File: config.mk
export PLATFORM = sky130hd
export DESIGN_NAME = ordered_list_append_delete_unit_flat
export DESIGN_NICKNAME = d
export VERILOG_FILES = /design/src/rtl/olad_pkg.sv /design/src/rtl/olad_if.sv /design/src/rtl/ordered_list_append_delete_unit.sv /design/src/flat_wrapper.sv
export SDC_FILE = /design/constraint.sdc
export NUM_CORES = 1
export LEC_CHECK = 0
export BUFFER_PORTS_ARGS = -buffer_cell sky130_fd_sc_hd__clkbuf_2
export CORE_MARGIN = 1
export CORE_UTILIZATION = 60
export CTS_BUF_LIST = sky130_fd_sc_hd__clkbuf_4 sky130_fd_sc_hd__clkbuf_8
export DETAILED_ROUTE_END_ITERATION = 8
export HOLD_SLACK_MARGIN = 0.05
export PLACE_DENSITY = 0.85
export SLEW_MARGIN = 20
export SYNTH_ARGS = -nofsm -noshare
export SYNTH_HDL_FRONTEND = slang
export SYNTH_SLANG_ARGS = --single-unit
File: constraint.sdc
create_clock -name clock -period 5.35 [get_ports clock]
set_input_delay 1.07 -clock clock [delete_from_list [all_inputs] [get_ports clock]]
set_output_delay 1.07 -clock clock [all_outputs]
set_load 0.03 [all_outputs]
File: src/rtl/olad_pkg.sv
package olad_pkg;

   localparam int LIST_DEPTH_DEFAULT = 16;

   localparam int ACTION_W = 2;
   localparam int VALUE_W  = 32;
   localparam int STATUS_W = 2;

   localparam logic [ACTION_W-1:0] ACT_APPEND  = 2'd0;
   localparam logic [ACTION_W-1:0] ACT_DELETE  = 2'd1;
   localparam logic [ACTION_W-1:0] ACT_DISPLAY = 2'd2;

   localparam logic [STATUS_W-1:0] ST_OK        = 2'd0;
   localparam logic [STATUS_W-1:0] ST_NOT_FOUND = 2'd1;
   localparam logic [STATUS_W-1:0] ST_FULL      = 2'd2;
   localparam logic [STATUS_W-1:0] ST_EMPTY     = 2'd3;

   typedef logic [ACTION_W-1:0]        action_type;
   typedef logic signed [VALUE_W-1:0]  value_type;
   typedef logic [STATUS_W-1:0]        status_type;

endpackage

File: src/rtl/olad_if.sv
interface olad_req_if;
   logic                valid;
   logic                ready;
   olad_pkg::action_type action;
   olad_pkg::value_type  value;

   modport source (output valid, output action, output value, input ready);
   modport sink   (input valid, input action, input value, output ready);
endinterface

interface olad_rsp_if;
   logic                 valid;
   logic                 ready;
   olad_pkg::value_type  item_value;
   olad_pkg::status_type status;
   logic                 last_of_run;

   modport source (output valid, output item_value, output status, output last_of_run,
                   input ready);
   modport sink   (input valid, input item_value, input status, input last_of_run,
                   output ready);
endinterface

File: src/rtl/ordered_list_append_delete_unit.sv
// channel   | direction | payload                           | transfer when
// ----------+-----------+-----------------------------------+---------------------
// req_ch    | in        | action[1:0], value[31:0] signed   | valid && ready
// rsp_ch    | out       | item_value[31:0], status, last    | valid && ready
//
// Delete search and compaction together visit each valid entry once through the single
// memory read port. Display gives one result per cycle while rsp_ch is not stalled,
// with one memory read per entry.
// Reset clears the entry count, the sequencer and the result valid; entry storage
// is not cleared. A stalled result channel holds the sequencer in S_DISP or S_EMIT; req_ch is ready only
// between commands.
module ordered_list_append_delete_unit #(
   parameter int LIST_DEPTH = olad_pkg::LIST_DEPTH_DEFAULT
) (
   input logic       clock,
   input logic       reset,
   olad_req_if.sink  req_ch,
   olad_rsp_if.source rsp_ch
);

   localparam int IDX_W = (LIST_DEPTH > 1) ? $clog2(LIST_DEPTH) : 1;
   localparam int CNT_W = $clog2(LIST_DEPTH + 1);
   localparam logic [CNT_W-1:0] CNT_FULL = CNT_W'(LIST_DEPTH);
   localparam logic [CNT_W-1:0] CNT_ONE  = CNT_W'(1);
   localparam logic [CNT_W-1:0] CNT_TWO  = CNT_W'(2);

   typedef enum logic [4:0] {
      S_IDLE   = 5'b00001,
      S_SEARCH = 5'b00010,
      S_SHIFT  = 5'b00100,
      S_DISP   = 5'b01000,
      S_EMIT   = 5'b10000
   } state_type;

   state_type            state_ff, state_in;
   logic [IDX_W-1:0]     idx_ff, idx_in;
   logic [CNT_W-1:0]     cnt_ff, cnt_in;
   olad_pkg::value_type  val_ff, val_in;
   olad_pkg::status_type emit_status_ff, emit_status_in;

   olad_pkg::value_type  store_ff [LIST_DEPTH];
   olad_pkg::value_type  rd_data_ff;
   logic [IDX_W-1:0]     rd_addr;
   logic                 mem_we;
   logic [IDX_W-1:0]     mem_wa;
   olad_pkg::value_type  mem_wd;

   logic                 rsp_valid_ff;
   olad_pkg::value_type  rsp_item_ff, rsp_item_in;
   olad_pkg::status_type rsp_status_ff, rsp_status_in;
   logic                 rsp_last_ff, rsp_last_in;
   logic                 push;
   logic                 out_free;

   logic [IDX_W-1:0]     idx_p1, idx_p2;
   logic [CNT_W-1:0]     idx_p1_cnt, idx_p2_cnt;

   assign out_free   = !rsp_valid_ff || rsp_ch.ready;
   assign req_ch.ready = (state_ff == S_IDLE);
   assign idx_p1     = idx_ff + IDX_W'(1);
   assign idx_p2     = idx_ff + IDX_W'(2);
   assign idx_p1_cnt = CNT_W'(idx_ff) + CNT_ONE;
   assign idx_p2_cnt = CNT_W'(idx_ff) + CNT_TWO;

   always_comb begin
      state_in       = state_ff;
      idx_in         = idx_ff;
      cnt_in         = cnt_ff;
      val_in         = val_ff;
      emit_status_in = emit_status_ff;
      rd_addr        = idx_ff;
      mem_we         = 1'b0;
      mem_wa         = idx_ff;
      mem_wd         = rd_data_ff;
      push           = 1'b0;
      rsp_item_in    = '0;
      rsp_status_in  = olad_pkg::ST_OK;
      rsp_last_in    = 1'b1;
      unique case (state_ff)
         S_IDLE: begin
            rd_addr = '0;
            if (req_ch.valid) begin
               val_in = req_ch.value;
               idx_in = '0;
               unique case (req_ch.action)
                  olad_pkg::ACT_APPEND: begin
                     state_in = S_EMIT;
                     if (cnt_ff == CNT_FULL) begin
                        emit_status_in = olad_pkg::ST_FULL;
                     end else begin
                        mem_we         = 1'b1;
                        mem_wa         = cnt_ff[IDX_W-1:0];
                        mem_wd         = req_ch.value;
                        cnt_in         = cnt_ff + CNT_ONE;
                        emit_status_in = olad_pkg::ST_OK;
                     end
                  end
                  olad_pkg::ACT_DELETE: begin
                     if (cnt_ff == '0) begin
                        emit_status_in = olad_pkg::ST_EMPTY;
                        state_in       = S_EMIT;
                     end else begin
                        state_in = S_SEARCH;
                     end
                  end
                  olad_pkg::ACT_DISPLAY: begin
                     if (cnt_ff == '0) begin
                        emit_status_in = olad_pkg::ST_EMPTY;
                        state_in       = S_EMIT;
                     end else begin
                        state_in = S_DISP;
                     end
                  end
                  default: begin
                     state_in = S_IDLE;
                  end
               endcase
            end
         end
         S_SEARCH: begin
            if (rd_data_ff == val_ff) begin
               if (idx_p1_cnt == cnt_ff) begin
                  cnt_in         = cnt_ff - CNT_ONE;
                  emit_status_in = olad_pkg::ST_OK;
                  state_in       = S_EMIT;
               end else begin
                  rd_addr  = idx_p1;
                  state_in = S_SHIFT;
               end
            end else if (idx_p1_cnt == cnt_ff) begin
               emit_status_in = olad_pkg::ST_NOT_FOUND;
               state_in       = S_EMIT;
            end else begin
               idx_in  = idx_p1;
               rd_addr = idx_p1;
            end
         end
         S_SHIFT: begin
            mem_we = 1'b1;
            mem_wa = idx_ff;
            mem_wd = rd_data_ff;
            if (idx_p2_cnt == cnt_ff) begin
               cnt_in         = cnt_ff - CNT_ONE;
               emit_status_in = olad_pkg::ST_OK;
               state_in       = S_EMIT;
            end else begin
               idx_in  = idx_p1;
               rd_addr = idx_p2;
            end
         end
         S_DISP: begin
            if (out_free) begin
               push          = 1'b1;
               rsp_item_in   = rd_data_ff;
               rsp_status_in = olad_pkg::ST_OK;
               rsp_last_in   = (idx_p1_cnt == cnt_ff);
               if (idx_p1_cnt == cnt_ff) begin
                  state_in = S_IDLE;
               end else begin
                  idx_in  = idx_p1;
                  rd_addr = idx_p1;
               end
            end
         end
         S_EMIT: begin
            if (out_free) begin
               push          = 1'b1;
               rsp_status_in = emit_status_ff;
               state_in      = S_IDLE;
            end
         end
         default: begin
            state_in = S_IDLE;
         end
      endcase
   end

   always_ff @(posedge clock) begin
      if (reset) begin
         state_ff <= S_IDLE;
         cnt_ff   <= '0;
      end else begin
         state_ff <= state_in;
         cnt_ff   <= cnt_in;
      end
   end

   always_ff @(posedge clock) begin
      idx_ff         <= idx_in;
      val_ff         <= val_in;
      emit_status_ff <= emit_status_in;
   end

   always_ff @(posedge clock) begin
      if (mem_we) begin
         store_ff[mem_wa] <= mem_wd;
      end
      rd_data_ff <= store_ff[rd_addr];
   end

   always_ff @(posedge clock) begin
      if (reset) begin
         rsp_valid_ff <= 1'b0;
      end else if (push) begin
         rsp_valid_ff <= 1'b1;
      end else if (rsp_ch.ready) begin
         rsp_valid_ff <= 1'b0;
      end
   end

   always_ff @(posedge clock) begin
      if (push) begin
         rsp_item_ff   <= rsp_item_in;
         rsp_status_ff <= rsp_status_in;
         rsp_last_ff   <= rsp_last_in;
      end
   end

   assign rsp_ch.valid       = rsp_valid_ff;
   assign rsp_ch.item_value  = rsp_item_ff;
   assign rsp_ch.status      = rsp_status_ff;
   assign rsp_ch.last_of_run = rsp_last_ff;

   a_cnt_bound: assert property (@(posedge clock) disable iff (reset)
      cnt_ff <= CNT_FULL)
      else $error("entry count above list depth");

   a_cnt_step: assert property (@(posedge clock) disable iff (reset)
      (!$past(reset) && cnt_ff != $past(cnt_ff)) |->
         (cnt_ff == $past(cnt_ff) + CNT_ONE || cnt_ff == $past(cnt_ff) - CNT_ONE))
      else $error("entry count moved by more than one");

   a_shift_in_range: assert property (@(posedge clock) disable iff (reset)
      (state_ff == S_SHIFT) |-> (idx_p2_cnt <= cnt_ff))
      else $error("compaction beyond valid entries");

   a_emit_done: assert property (@(posedge clock) disable iff (reset)
      (state_ff == S_EMIT && out_free) |=> (state_ff == S_IDLE && rsp_valid_ff))
      else $error("single result not delivered to output register");

   a_push_free: assert property (@(posedge clock) disable iff (reset)
      push |-> out_free)
      else $error("result register overwritten while held");

endmodule
File: src/flat_wrapper.sv
// flat-port wrapper written by rule: the top's interface ports become plain ports
module ordered_list_append_delete_unit_flat 
#(
   parameter int LIST_DEPTH = olad_pkg::LIST_DEPTH_DEFAULT
)
  (clock, reset, req_ch_valid, req_ch_action, req_ch_value, req_ch_ready, rsp_ch_valid, rsp_ch_item_value, rsp_ch_status, rsp_ch_last_of_run, rsp_ch_ready);
  olad_req_if req_ch_i ();
  olad_rsp_if rsp_ch_i ();
  input logic clock;
  input logic reset;
  input wire logic [$bits(req_ch_i.valid)-1:0] req_ch_valid;
  input wire logic [$bits(req_ch_i.action)-1:0] req_ch_action;
  input wire logic [$bits(req_ch_i.value)-1:0] req_ch_value;
  output wire logic [$bits(req_ch_i.ready)-1:0] req_ch_ready;
  output wire logic [$bits(rsp_ch_i.valid)-1:0] rsp_ch_valid;
  output wire logic [$bits(rsp_ch_i.item_value)-1:0] rsp_ch_item_value;
  output wire logic [$bits(rsp_ch_i.status)-1:0] rsp_ch_status;
  output wire logic [$bits(rsp_ch_i.last_of_run)-1:0] rsp_ch_last_of_run;
  input wire logic [$bits(rsp_ch_i.ready)-1:0] rsp_ch_ready;
  assign req_ch_i.valid = req_ch_valid;
  assign req_ch_i.action = req_ch_action;
  assign req_ch_i.value = req_ch_value;
  assign req_ch_ready = req_ch_i.ready;
  assign rsp_ch_valid = rsp_ch_i.valid;
  assign rsp_ch_item_value = rsp_ch_i.item_value;
  assign rsp_ch_status = rsp_ch_i.status;
  assign rsp_ch_last_of_run = rsp_ch_i.last_of_run;
  assign rsp_ch_i.ready = rsp_ch_ready;
  ordered_list_append_delete_unit #(.LIST_DEPTH(LIST_DEPTH)) u_core (.clock(clock), .reset(reset), .req_ch(req_ch_i), .rsp_ch(rsp_ch_i));
endmodule
**Word level (Yosys, flattened, before mapping)**

Memory sizes are Yosys's and may differ from the RTL's. A register that Yosys moved wholly into a read port is not among the register bits.
Cells that the tools add are included.

- Bits in registers: 84
- Memories kept: 1
- Output and inout bits: 37
- Bits of input ports: 38
- Bits in writable memories: 512
- Logic and storage cells: 111

Memory list:

| name | words | bits a word | rd ports | clocked after Yosys merged registers in | wr ports | RTL line | text |
|---|---|---|---|---|---|---|---|
| u_core.store_ff | 16 | 32 | 1 | 1 | 1 | ordered_list_append_delete_unit.sv:41 | `olad_pkg::value_type store_ff [LIST_DEPTH];` |

- $add $sub $neg: 6
- Muxes and demuxes: 54
- Reductions and logical operators: 16
- Equality and inequality tests: 25

Operator list:

| operator | number |
|---|---|
| $mux W32 | 4 |
| $mux W5 | 16 |
| $mux W4 | 10 |
| $eq A32 B32 Y1 | 1 |
| $pmux W4 S4 | 2 |
| $pmux W5 S3 | 2 |
| $pmux W5 S5 | 1 |
| $mux W2 | 7 |
| $ne A2 B1 Y1 const B | 7 |
| $reduce_and A6 Y1 | 2 |
| $eq A5 B5 Y1 | 2 |
| $eq A5 B5 Y1 const B | 2 |
| $mux W1 | 9 |
| $ne A2 B2 Y1 const B | 4 |
| $reduce_and A7 Y1 | 1 |
| $ne A3 B2 Y1 const B | 2 |
| $pmux W2 S3 | 1 |
| $reduce_and A2 Y1 | 3 |
| $add A4 B1 Y5 const B | 1 |
| $add A4 B2 Y5 const B | 1 |
| $add A5 B1 Y5 const B | 1 |
| $eq A5 B1 Y1 const B | 1 |
| $eq A5 B2 Y1 const B | 1 |
| $eq A5 B3 Y1 const B | 1 |
| 18 further kinds | 19 |

**Depth between registers and ports, before layout**

Gate-level depths: netlist of the first run.

- Depth in word-level cells: 7
- Gate-level depth with buffers: 13
- Mapped depth without buffers: 10

**Worst setup path before layout of the first run**

OpenSTA, ideal clock, no wires.

- Path type: input-to-reg
- From: input port req_ch_valid
- To: memory u_core.store_ff[3][0] (netlist bit), enable pin
- Path buffers: 2
- Setup slack: 606 ps
- Data required time: 4929 ps
- Cell stages on the path: 7
- Arrival time: 4322 ps
- Setup time: 421 ps
- Path through: and2_1 -> and3_1 -> clkbuf_1 -> clkbuf_1 -> nand3_1 -> o21a_1 -> nor2_1

- Cells in the longest elaborated chain, start to end: 4
- Elaborated cells between the ends (all ways): 6
- Classes of those cells: 6 x mux

RTL lines:

| element | RTL line | text |
|---|---|---|
| start: declaration | flat_wrapper.sv:11 | `input wire logic [$bits(req_ch_i.valid)-1:0] req_ch_valid;` |
| $mux W1 | ordered_list_append_delete_unit.sv:82 | `if (req_ch.valid) begin` |
| $pmux W1 S2 | ordered_list_append_delete_unit.sv:79 | `unique case (state_ff)` |
| $mux W1 | ordered_list_append_delete_unit.sv:195 | `if (mem_we) begin` |
| $mux W1 (implied by the code) | ordered_list_append_delete_unit.sv:196 | `store_ff[mem_wa] <= mem_wd;` |
| end: declaration | ordered_list_append_delete_unit.sv:41 |  |

Parallel ways exist; a longest one is shown, timed or not.

**Worst setup path after layout of the first run**

- From: register u_core.idx_ff[2]
- To: register u_core.rd_data_ff[7] (read register of u_core.store_ff)

- Cells in the longest elaborated chain, start to end: 5
- Elaborated cells between the ends (all ways): 10
- Classes of those cells: 4 x add/sub; 2 x eq/ne; 4 x mux

RTL lines:

| element | RTL line | text |
|---|---|---|
| start: declaration | ordered_list_append_delete_unit.sv:36 | `logic [IDX_W-1:0] idx_ff, idx_in;` |
| start signal: assignment | ordered_list_append_delete_unit.sv:189 | `idx_ff <= idx_in;` |
| $add A4 B1 Y5 | ordered_list_append_delete_unit.sv:62 | `assign idx_p1_cnt = CNT_W'(idx_ff) + CNT_ONE;` |
| $eq A5 B5 Y1 | ordered_list_append_delete_unit.sv:122, ordered_list_append_delete_unit.sv:130, ordered_list_append_delete_unit.sv:157 |  |
| $mux W4 | ordered_list_append_delete_unit.sv:122, ordered_list_append_delete_unit.sv:130, ordered_list_append_delete_unit.sv:157 |  |
| $mux W4 | ordered_list_append_delete_unit.sv:152 | `if (out_free) begin` |
| $pmux W4 S4 * | ordered_list_append_delete_unit.sv:79 |  |
| end: declaration | ordered_list_append_delete_unit.sv:42 | `olad_pkg::value_type rd_data_ff;` |

Mark *: on every way between the ends. The rest lies on a longest branch, timed or not.
A chain may end at the register's enable or synchronous reset.

==> results of run 1 <==
## per-stage QoR
| step | instance area (µm²) | total power [mW] |
|---|---|---|
| after floorplan | 25000 | 9.63 |
| after global placement | 25900 | 10.6 |
| after detailed placement | 25900 | 10.8 |
| after CTS | 28000 | 14.8 |
| after global routing | 28000 | 15.4 |
| final | 28000 | 14.9 |
## final cells by class
cell class / count / area (µm²) / area share [%]
sequential: 628 / 18400 / 65.9
multi-input combinational: 719 / 6130 / 21.9
clock buffer: 139 / 1730 / 6.19
timing repair buffer: 104 / 683 / 2.44
tap: 532 / 666 / 2.38
clock inverter: 36 / 304 / 1.09
inverter: 7 / 26.3 / 0.0939
## per-layer routing
layer | global-route usage [%] | part of all wire, % | up-vias
met3 | 5.41 | 9.5 | 142
met2 | 44.6 | 48 | 772
li1 | - | - | 5927
met5 | 0 | 0 | -
met4 | 11.2 | 3.4 | 0
met1 | 36.6 | 39 | 6861
## sequential cells by signal (all words and copies together), names as in the netlist, 4 cells and up
name,count
u_core.val_ff,32
u_core.rsp_ch.item_value,32
u_core.rd_data_ff,32
u_core.cnt_ff,5
u_core.state_ff,5
u_core.store_ff,512
u_core.idx_ff,4
## worst max-delay path by stage
stage | startpoint | cells past startpoint | slack, ps | endpoint
after global placement | rsp_ch_ready | 11 | 1210 | u_core.rd_data_ff[15]
final | u_core.idx_ff[2] | 11 | 840 | u_core.rd_data_ff[7]
after floorplan | req_ch_valid | 7 | 610 | u_core.store_ff[3][0]
after CTS | u_core.idx_ff[2] | 11 | 1000 | u_core.rd_data_ff[7]
after detailed placement | u_core.idx_ff[2] | 11 | 1070 | u_core.rd_data_ff[23]
after global routing | u_core.idx_ff[1] | 11 | 720 | u_core.rd_data_ff[7]
## cell families after synthesis
| logic type | share of synthesized area [%] |
|---|---|
| XOR/XNOR | 1.71 |
| buffers and inverters | 2.24 |
| AND/OR/NAND/NOR | 4.24 |
| flip-flops | 73.8 |
| AO/OA/AOI/OAI | 5.69 |
| multiplexers | 11.8 |
| adder cells (fa/ha/maj) | 0.531 |
## placed cells by master, fill, tap and decap left out, types with 3 or more instances in the layout
cell,Yosys,routed
a21oi_1,16,16
nand3b_1,5,5
mux2i_1,258,258
inv_1,7,7
buf_12,0,7
nor2_1,47,31
a21o_1,3,3
clkbuf_4,1,29
clkbuf_8,0,110
dfxtp_1,43,43
nand2b_1,6,6
o22ai_1,99,99
clkinv_2,0,8
xnor2_1,8,8
clkbuf_2,1,74
xor2_1,39,39
o22ai_2,31,31
a211oi_1,4,4
clkinv_1,0,18
a31oi_1,6,6
nor2_4,0,16
nand4_1,3,3
bufinv_16,0,4
nor4_1,9,9
ha_1,9,9
nor3_1,3,3
o21ai_0,7,7
nand2_1,14,14
mux2_2,32,32
nand3_1,8,7
edfxtp_1,585,585
or4_1,33,32
buf_4,7,23
and2_1,35,34
nor3b_1,3,3
## cell usage after synthesis, types with 17 or more instances
| master | n |
|---|---|
| or4_1 | 33 |
| dfxtp_1 | 43 |
| and2_1 | 35 |
| mux2i_1 | 258 |
| xor2_1 | 39 |
| clkbuf_1 | 17 |
| edfxtp_1 | 585 |
| mux2_2 | 32 |
| o22ai_2 | 31 |
| nor2_1 | 47 |
| o22ai_1 | 99 |
| buf_6 | 24 |
| buf_2 | 27 |
## power by group through the flow
| stage | sequential [mW] | combinational (mW) | clock, mW |
|---|---|---|---|
| final | 6.63 | 4.14 | 4.11 |
| after global routing | 6.65 | 4.36 | 4.34 |
| after CTS | 6.62 | 4.07 | 4.15 |
| after detailed placement | 6.72 | 4.04 | 0 |
| after global placement | 6.71 | 3.85 | 0 |
| after floorplan | 6.59 | 3.04 | 0 |
==> impl_metrics.csv, run 1 <==
group,metric,value,unit
outcome,status,"finished clean",
worst_hold_path,hp-class,"flip-flop to flip-flop",
pwr,pwr-share-clk,27.6,%
synth,syn_avg_cell_area,17.5,µm²
pwr,p_int,10.1,mW
clock_network,root_buffer,"clkbuf_8",
finish,nNetsFinal,1602,
worst_hold_path,min_to,"u_core.rsp_ch.status[1]",
place,place_congestion,0.855,
global_routing,grt_max_degree,73,
detailed_routing,drt_iter0_drc,1525,
finish,drive_above_1_share,21.7,%
clock_network,cts_tree,"done",
pwr,p_per_area,532,nW/µm²
floorplan,rows,74,
synth,synth_top_cell_by_area,"edfxtp_1",
synth,synth-main-ff-cell,"edfxtp_1",
sta,finalCritPeriodShare,84.3,%
setup_path,crit_arrival,5050,ps
worst_hold_path,holdPathStages,1,
worst_hold_path,holdCritStartpoint,"u_core.emit_status_ff[1]",
clock_network,clockBufferDepth,3,
sta,fmax,222,MHz
clock_network,ctsHtreeMaxLevel,3,
synth,seq_area_frac_synth,73.8,%
place,io_buffers,74,
clock_network,postCtsHoldBufs,0,
synth,synth_top_area_share,70.3,%
synth,syn_nets,1479,
global_routing,antenna_found_initial,0,
setup_path,timing.rr.end,"u_core.rd_data_ff[7]",
clock_network,cts_buffers,94,
finish,stdcell_count,2165,
setup_path,cpMaxStageDelayCell,"or3b_1",
detailed_routing,dr.pass1.iters,6,
floorplan,io_pins,75,
floorplan,dieArea,42400,µm²
sta,worst_slack,839,ps
setup_path,cp-end-kind,"flip-flop",
sta,finClkSkew,38.6,ps
pwr,p_seq_share,44.6,%
sta,worst_slew_pin_slew,1110,ps
finish,utilization,68.3,%
global_routing,grt_pass1_vias,13700,
place,placed_cells,1990,
sta,period_minus_slack,4510,ps
clock_network,post-cts-setup-buffers,0,
place,place_ws,1070,ps
synth,synth_area,25000,µm²
detailed_routing,num_vias,13700,
setup_path,path_class,"flip-flop to flip-flop",
floorplan,fp.dieH,206,µm
pwr,netSwitchingFraction,32.1,%
clock_network,clk_latency,690,ps
floorplan,start_util,61.0,%
global_routing,gr-total-overflow,0,
pwr,p_leak,10.8,nW
detailed_routing,drcViolationCount,0,
sta,fin_worst_hold_slack,545,ps
sta,rsz0062_at_grt,"false",
pwr,combPwrFrac,27.8,%
sta,final_hold_viol_count,0,
synth,synth_edf_count,585,
setup_path,critPathRequiredTime,5890,ps
synth,synth-seq-cells,628,
clock_network,clkSlewWorstSetupHoldPaths,70,ps
finish,antenna_cells,0,
floorplan,core,40900,µm²
clock_network,cts.sinks,628,
sta,setup_viol,0,
detailed_routing,wl,57.2,mm
sta,slew_viol_final,0,
synth,synthDistinctLibCells,61,
setup_path,cp-start-kind,"flip-flop",
pwr,power_switching,4.78,mW
finish,nFillCells,2545,
detailed_routing,ant_nets,0,
setup_path,ff2ff_setup_slack,840,ps
finish,area_growth,12.0,%
synth,synth-async-reset-ratio,0,%
setup_path,crit_buf_inv,1,
setup_path,critPathMaxFanout,21,
setup_path,path_cells,"ha_1, nand2_1, xnor2_1, a211o_1, a31oi_1, or3_1, o211a_2, or3b_1, buf_4, o22ai_1, or4_1",
synth,synth_area_leaders,"edfxtp_1, mux2i_1, dfxtp_1",
detailed_routing,avgRoutedWirePerCell,26.4,µm
clock_network,cts_resized,0,
detailed_routing,viasPerCell,6.33,
global_routing,gr-usage-all-layers,27.5,%
floorplan,die_w,206,µm
setup_path,r2r.worst_path.cells,11,
sta,finalSetupTns,0,ps
job,cap_violations,0,
setup_path,slowest_delay,620,ps
global_routing,grt_pass1_wl,83.7,mm
sta,max-slew-margin-rel,25.5,%
place,hpwlAfterDp,31.7,mm
synth,synth_cells,1431,
setup_path,crit_family,"simple AND/OR/NAND/NOR gates",
setup_path,r2r-start,"u_core.idx_ff[2]",
synth,yosys_warnings,0,
pwr,vdd_drop_max,0.412,mV
Power figures use the tool's default switching activity.
==> inputs of run 2 (changes only) <==
Clock period 5.35 ns to 4.3 ns, I/O delays scaled along.
==> run 2 against run 1 <==
Net effect: cell area grew 0.92%; critical path depth is 1 higher; fmax rose by 11%; via count rose by 0.30%; sequential cell count stayed put; die area did not move; first-iteration DRC count decreased by 4.9%; critical path type unchanged; largest cell class unchanged; highest routed layer unchanged.
==> impl_metrics.csv, run 2 (synthesized netlist as in run 1, its figures left out) <==
group,metric,value,unit
global_routing,antenna_found_initial,1,
floorplan,rows,74,
setup_path,path_cells,"ha_1, xnor2_1, o211ai_1, a211oi_4, nor2_1, a22oi_1, o211a_4, buf_12, buf_12, mux2i_1, o22ai_2, or4_1",
finish,drive_above_1_share,23.2,%
setup_path,path_class,"flip-flop to flip-flop",
detailed_routing,viasPerCell,6.26,
setup_path,crit_buf_inv,2,
finish,area_growth,13.0,%
global_routing,gr-total-overflow,0,
clock_network,postCtsHoldBufs,0,
finish,antenna_cells,0,
setup_path,cp-end-kind,"flip-flop",
worst_hold_path,hp-class,"input port to flip-flop",
finish,utilization,69.0,%
setup_path,cp-start-kind,"flip-flop",
floorplan,io_pins,75,
place,place_congestion,0.891,
clock_network,cts_resized,0,
sta,finalSetupTns,0,ps
clock_network,clkSlewWorstSetupHoldPaths,60,ps
setup_path,crit_arrival,4580,ps
clock_network,cts_buffers,96,
pwr,p_leak,10.9,nW
sta,max-slew-margin-rel,27.9,%
sta,finClkSkew,37.4,ps
clock_network,root_buffer,"clkbuf_8",
global_routing,gr-usage-all-layers,27.4,%
clock_network,clockBufferDepth,3,
setup_path,crit_family,"compound AO/OA/AOI/OAI gates",
clock_network,cts_tree,"done",
outcome,status,"finished clean",
global_routing,grt_max_degree,59,
finish,nFillCells,2524,
finish,nNetsFinal,1633,
clock_network,clk_latency,670,ps
place,hpwlAfterDp,32.7,mm
sta,finalCritPeriodShare,94.4,%
clock_network,cts.sinks,628,
floorplan,fp.dieH,206,µm
global_routing,grt_pass1_vias,14100,
finish,largest_reg_flops,512,
clock_network,ctsHtreeMaxLevel,3,
pwr,p_per_area,660,nW/µm²
setup_path,slowest_delay,560,ps
setup_path,critPathMaxFanout,19,
finish,final_cell_mix,"edfxtp_1, mux2i_1, clkbuf_8, o22ai_1, clkbuf_2",
detailed_routing,drcViolationCount,0,
setup_path,cpMaxStageDelayCell,"edfxtp_1",
detailed_routing,wl,56.7,mm
detailed_routing,ant_nets,0,
sta,setup_viol,0,
floorplan,start_util,61.0,%
setup_path,crit_top_cell,"buf_12",
floorplan,dieArea,42400,µm²
finish,regMostFlops,"u_core.store_ff",
floorplan,die_w,206,µm
sta,fmax,246,MHz
finish,layout_commonest_cell,"edfxtp_1",
place,io_buffers,74,
pwr,vdd_drop_max,0.361,mV
sta,rsz0062_at_grt,"false",
detailed_routing,drt_iter0_drc,1451,
detailed_routing,dr.pass1.iters,5,
floorplan,core,40900,µm²
sta,slew_viol_final,0,
sta,fin_worst_hold_slack,390,ps
job,cap_violations,0,
sta,worst_slew_pin_slew,1080,ps
setup_path,critPathRequiredTime,4820,ps
sta,period_minus_slack,4060,ps
clock_network,post-cts-setup-buffers,0,
global_routing,grt_pass1_wl,84.2,mm
sta,final_hold_viol_count,0,
detailed_routing,avgRoutedWirePerCell,25.8,µm
detailed_routing,num_vias,13700,
run 2: changes by cell type in the layout (fill, tap and decap cells not counted), moves of 2 or more:
cell,before,now
buf_4,23,41
bufinv_16,4,2
buf_12,7,18
clkbuf_8,110,101
clkbuf_4,29,43
run 2: through the flow:
| stage | instance area, µm² | setup slack [ps] | instances | power (mW) |
|---|---|---|---|---|
| CTS | 28200 | 309 | 2195 | 18.6 |
| floorplan | 25000 | -432 | 1431 | 12.0 |
| global placement | 26300 | 526 | 2019 | 13.5 |
| finish | 28200 | 241 | 2195 | 18.6 |
| detailed placement | 26300 | 333 | 2019 | 13.7 |
| global route | 28200 | 16.8 | 2195 | 19.3 |
run 2: final cells by class:
cell class / count / area [µm²] / area share, %
multi-input cells: 719 / 6120 / 21.7
repair buffers: 133 / 1040 / 3.68
clock inverters: 32 / 235 / 0.833
inverters: 7 / 26.3 / 0.0931
clock buffers: 144 / 1710 / 6.07
flip-flops and latches: 628 / 18400 / 65.3
well taps: 532 / 666 / 2.36
run 2: per-layer routing:
| metal | share of wire [%] | up-vias | global-route usage (%) |
|---|---|---|---|
| li1 | - | 5994 | - |
| met1 | 39 | 6837 | 36.0 |
| met2 | 49 | 751 | 44.3 |
| met3 | 8.9 | 161 | 6.05 |
| met4 | 3.7 | 0 | 12.0 |
| met5 | 0 | - | 0 |
run 2: report_power, final:
| part | switching [mW] | total, mW | internal [mW] |
|---|---|---|---|
| clock network | 2.25 | 4.94 | 2.69 |
| logic | 3.38 | 5.44 | 2.06 |
| registers | 0.369 | 8.24 | 7.87 |
| total | 6.01 | 18.6 | 12.6 |
run 2: path summary, 6_finish.rpt:
path                                 start                 endpoint  slack, ps  cells past startpoint
hold / removal            req_ch_value[20]        u_core.val_ff[20]        390                      1
setup reg to reg          u_core.idx_ff[1]    u_core.rd_data_ff[15]        240                     12
setup / recovery          u_core.idx_ff[1]    u_core.rd_data_ff[15]        240                     12
hold reg to reg   u_core.emit_status_ff[1]  u_core.rsp_ch.status[1]        520                      1
run 2: worst register-to-register path, delay by kind of cell (launching register included):
family / cells / cell delay (ps)
AOI/OAI and AO/OA: 5 / 1390
and+or+nand+nor: 2 / 660
DFF: 1 / 560
buffers and inverters: 2 / 460
adders and majority gates: 1 / 330
muxes: 1 / 310
xor gates and xnor gates: 1 / 230
==> inputs of run 3 (changes only) <==
Settings changed: REMOVE_ABC_BUFFERS from default to 1.
==> run 3 against run 2 <==
Net effect: power decreased by 1.4%; sequential cell count unchanged; cell area decreased by 0.18%; critical endpoint is now u_core.rd_data_ff[23]; largest cell class unchanged.
==> impl_metrics.csv, run 3 (synthesized netlist as in run 1, its figures left out) <==
group,metric,value,unit
floorplan,fp.dieH,206,µm
sta,setup_viol,0,
floorplan,dieArea,42400,µm²
sta,fmax,248,MHz
setup_path,slowest_delay,550,ps
finish,final_cell_mix,"edfxtp_1, mux2i_1, clkbuf_8, o22ai_1, clkbuf_2",
floorplan,start_util,61.0,%
global_routing,antenna_found_initial,0,
clock_network,ctsHtreeMaxLevel,3,
job,cap_violations,0,
setup_path,critPathMaxFanout,64,
setup_path,crit_family,"compound AO/OA/AOI/OAI gates",
finish,stdcell_count,2188,
global_routing,gr-usage-all-layers,27.5,%
worst_hold_path,hp-class,"input port to flip-flop",
finish,layout_commonest_cell,"edfxtp_1",
setup_path,path_class,"flip-flop to flip-flop",
setup_path,cp-start-kind,"flip-flop",
finish,antenna_cells,0,
clock_network,clockBufferDepth,3,
setup_path,path_cells,"ha_1, xnor2_1, o211ai_1, a211oi_4, nor2_1, a22oi_1, o211a_4, buf_12, mux2i_1, o22ai_2, or4_1",
clock_network,post-cts-setup-buffers,0,
place,place_ws,416,ps
setup_path,crit_arrival,4540,ps
clock_network,cts.sinks,628,
sta,max-slew-margin-rel,28.3,%
setup_path,ff2ff_setup_slack,270,ps
detailed_routing,ant_nets,0,
worst_hold_path,holdPathStages,1,
sta,worst_slack,270,ps
clock_network,root_buffer,"clkbuf_8",
sta,period_minus_slack,4030,ps
clock_network,cts_tree,"done",
floorplan,io_pins,75,
setup_path,cp-end-kind,"flip-flop",
setup_path,critPathRequiredTime,4810,ps
place,hpwlAfterDp,31.6,mm
sta,worst_slew_pin_slew,1070,ps
setup_path,path_depth,11,
detailed_routing,avgRoutedWirePerCell,26.2,µm
detailed_routing,dr.pass1.iters,5,
worst_hold_path,holdCritStartpoint,"req_ch_value[16]",
detailed_routing,drt_iter0_drc,1607,
pwr,vdd_drop_max,0.538,mV
outcome,status,"finished clean",
clock_network,cts_buffers,94,
finish,utilization,68.9,%
global_routing,gr-total-overflow,0,
detailed_routing,viasPerCell,6.36,
pwr,p_per_area,652,nW/µm²
sta,final_hold_viol_count,0,
worst_hold_path,min_to,"u_core.val_ff[16]",
setup_path,cpMaxStageDelayCell,"edfxtp_1",
clock_network,clk_latency,660,ps
finish,area_growth,12.8,%
clock_network,clkSlewWorstSetupHoldPaths,70,ps
global_routing,grt_pass1_wl,84.0,mm
sta,finalCritPeriodShare,93.7,%
place,placed_cells,2014,
setup_path,crit_buf_inv,1,
detailed_routing,num_vias,13900,
place,io_buffers,74,
global_routing,grt_pass1_vias,13900,
finish,largest_reg_flops,512,
detailed_routing,wl,57.4,mm
clock_network,postCtsHoldBufs,0,
pwr,p_leak,10.9,nW
finish,regMostFlops,"u_core.store_ff",
floorplan,rows,74,
setup_path,r2r.worst_path.cells,11,
sta,finalSetupTns,0,ps
finish,nNetsFinal,1626,
floorplan,die_w,206,µm
sta,finClkSkew,32.8,ps
global_routing,grt_max_degree,65,
setup_path,r2r-start,"u_core.idx_ff[0]",
sta,rsz0062_at_grt,"false",
finish,drive_above_1_share,22.7,%
setup_path,timing.rr.end,"u_core.rd_data_ff[23]",
detailed_routing,drcViolationCount,0,
clock_network,cts_resized,0,
place,place_congestion,0.929,
floorplan,core,40900,µm²
sta,slew_viol_final,0,
==> run 3: cell count changes in the layout (fill, tap and decap cells not counted), sizes merged <==
cell / previous run / this run
clkinv: 26 / 32
clkinvlp: 1 / 2
clkbuf: 218 / 211
inv: 10 / 8
buf: 59 / 54
==> run 3: worst max path at each step <==
stage,start,endpoint
floorplan,rsp_ch_ready,u_core.rd_data_ff[0]
global placement,u_core.idx_ff[0],u_core.rd_data_ff[26]
detailed placement,u_core.idx_ff[0],u_core.rd_data_ff[23]
CTS,u_core.idx_ff[0],u_core.rd_data_ff[1]
global route,u_core.idx_ff[0],u_core.rd_data_ff[1]
finish,u_core.idx_ff[0],u_core.rd_data_ff[23]
==> run 3: worst register-to-register path: cells and delay by family (launching register included) <==
family          cells  cell delay, ps
xor+xnor            1             170
fa+ha+maj           1             410
flops               1             550
buf+inv             1             410
mux                 1             380
simple gates        2             670
compound gates      5            1280
==> run 3: area by class of cell <==
type | count | area (µm²)
multi-input combinational | 719 | 6120
timing repair buffer | 128 | 1030
inverter | 7 | 26.3
clock buffer | 137 | 1690
tap | 532 | 666
clock inverter | 37 | 219
fill | 2452 | 12700
sequential | 628 | 18400
==> run 3: per-stage QoR <==
stage | power [mW] | hold WS (ps) | instance area [µm²]
after floorplan | 11.6 | 497 | 24400
after global placement | 13.3 | 500 | 26300
after detailed placement | 13.5 | 507 | 26300
after CTS | 18.3 | 358 | 28200
after global routing | 19.0 | 378 | 28200
final | 18.4 | 400 | 28200
==> run 3: report_power, final <==
part	switching, mW	total [mW]	internal (mW)	leakage, nW
logic	3.29	5.29	2.00	4.17
registers	0.343	8.21	7.87	5.70
clock network	2.22	4.86	2.65	1.02
total	5.85	18.4	12.5	10.9
==> run 3: routing by layer <==
metal / vias up / wire, µm / part of all wire [%] / GRT usage [%]
li1: 5969 / - / - / -
met1: 7012 / 22700 / 40 / 37.4
met3: 130 / 5340 / 9.3 / 4.92
met4: 0 / 1830 / 3.2 / 11.7
met5: - / 0 / 0 / 0
met2: 806 / 27500 / 48 / 44.0
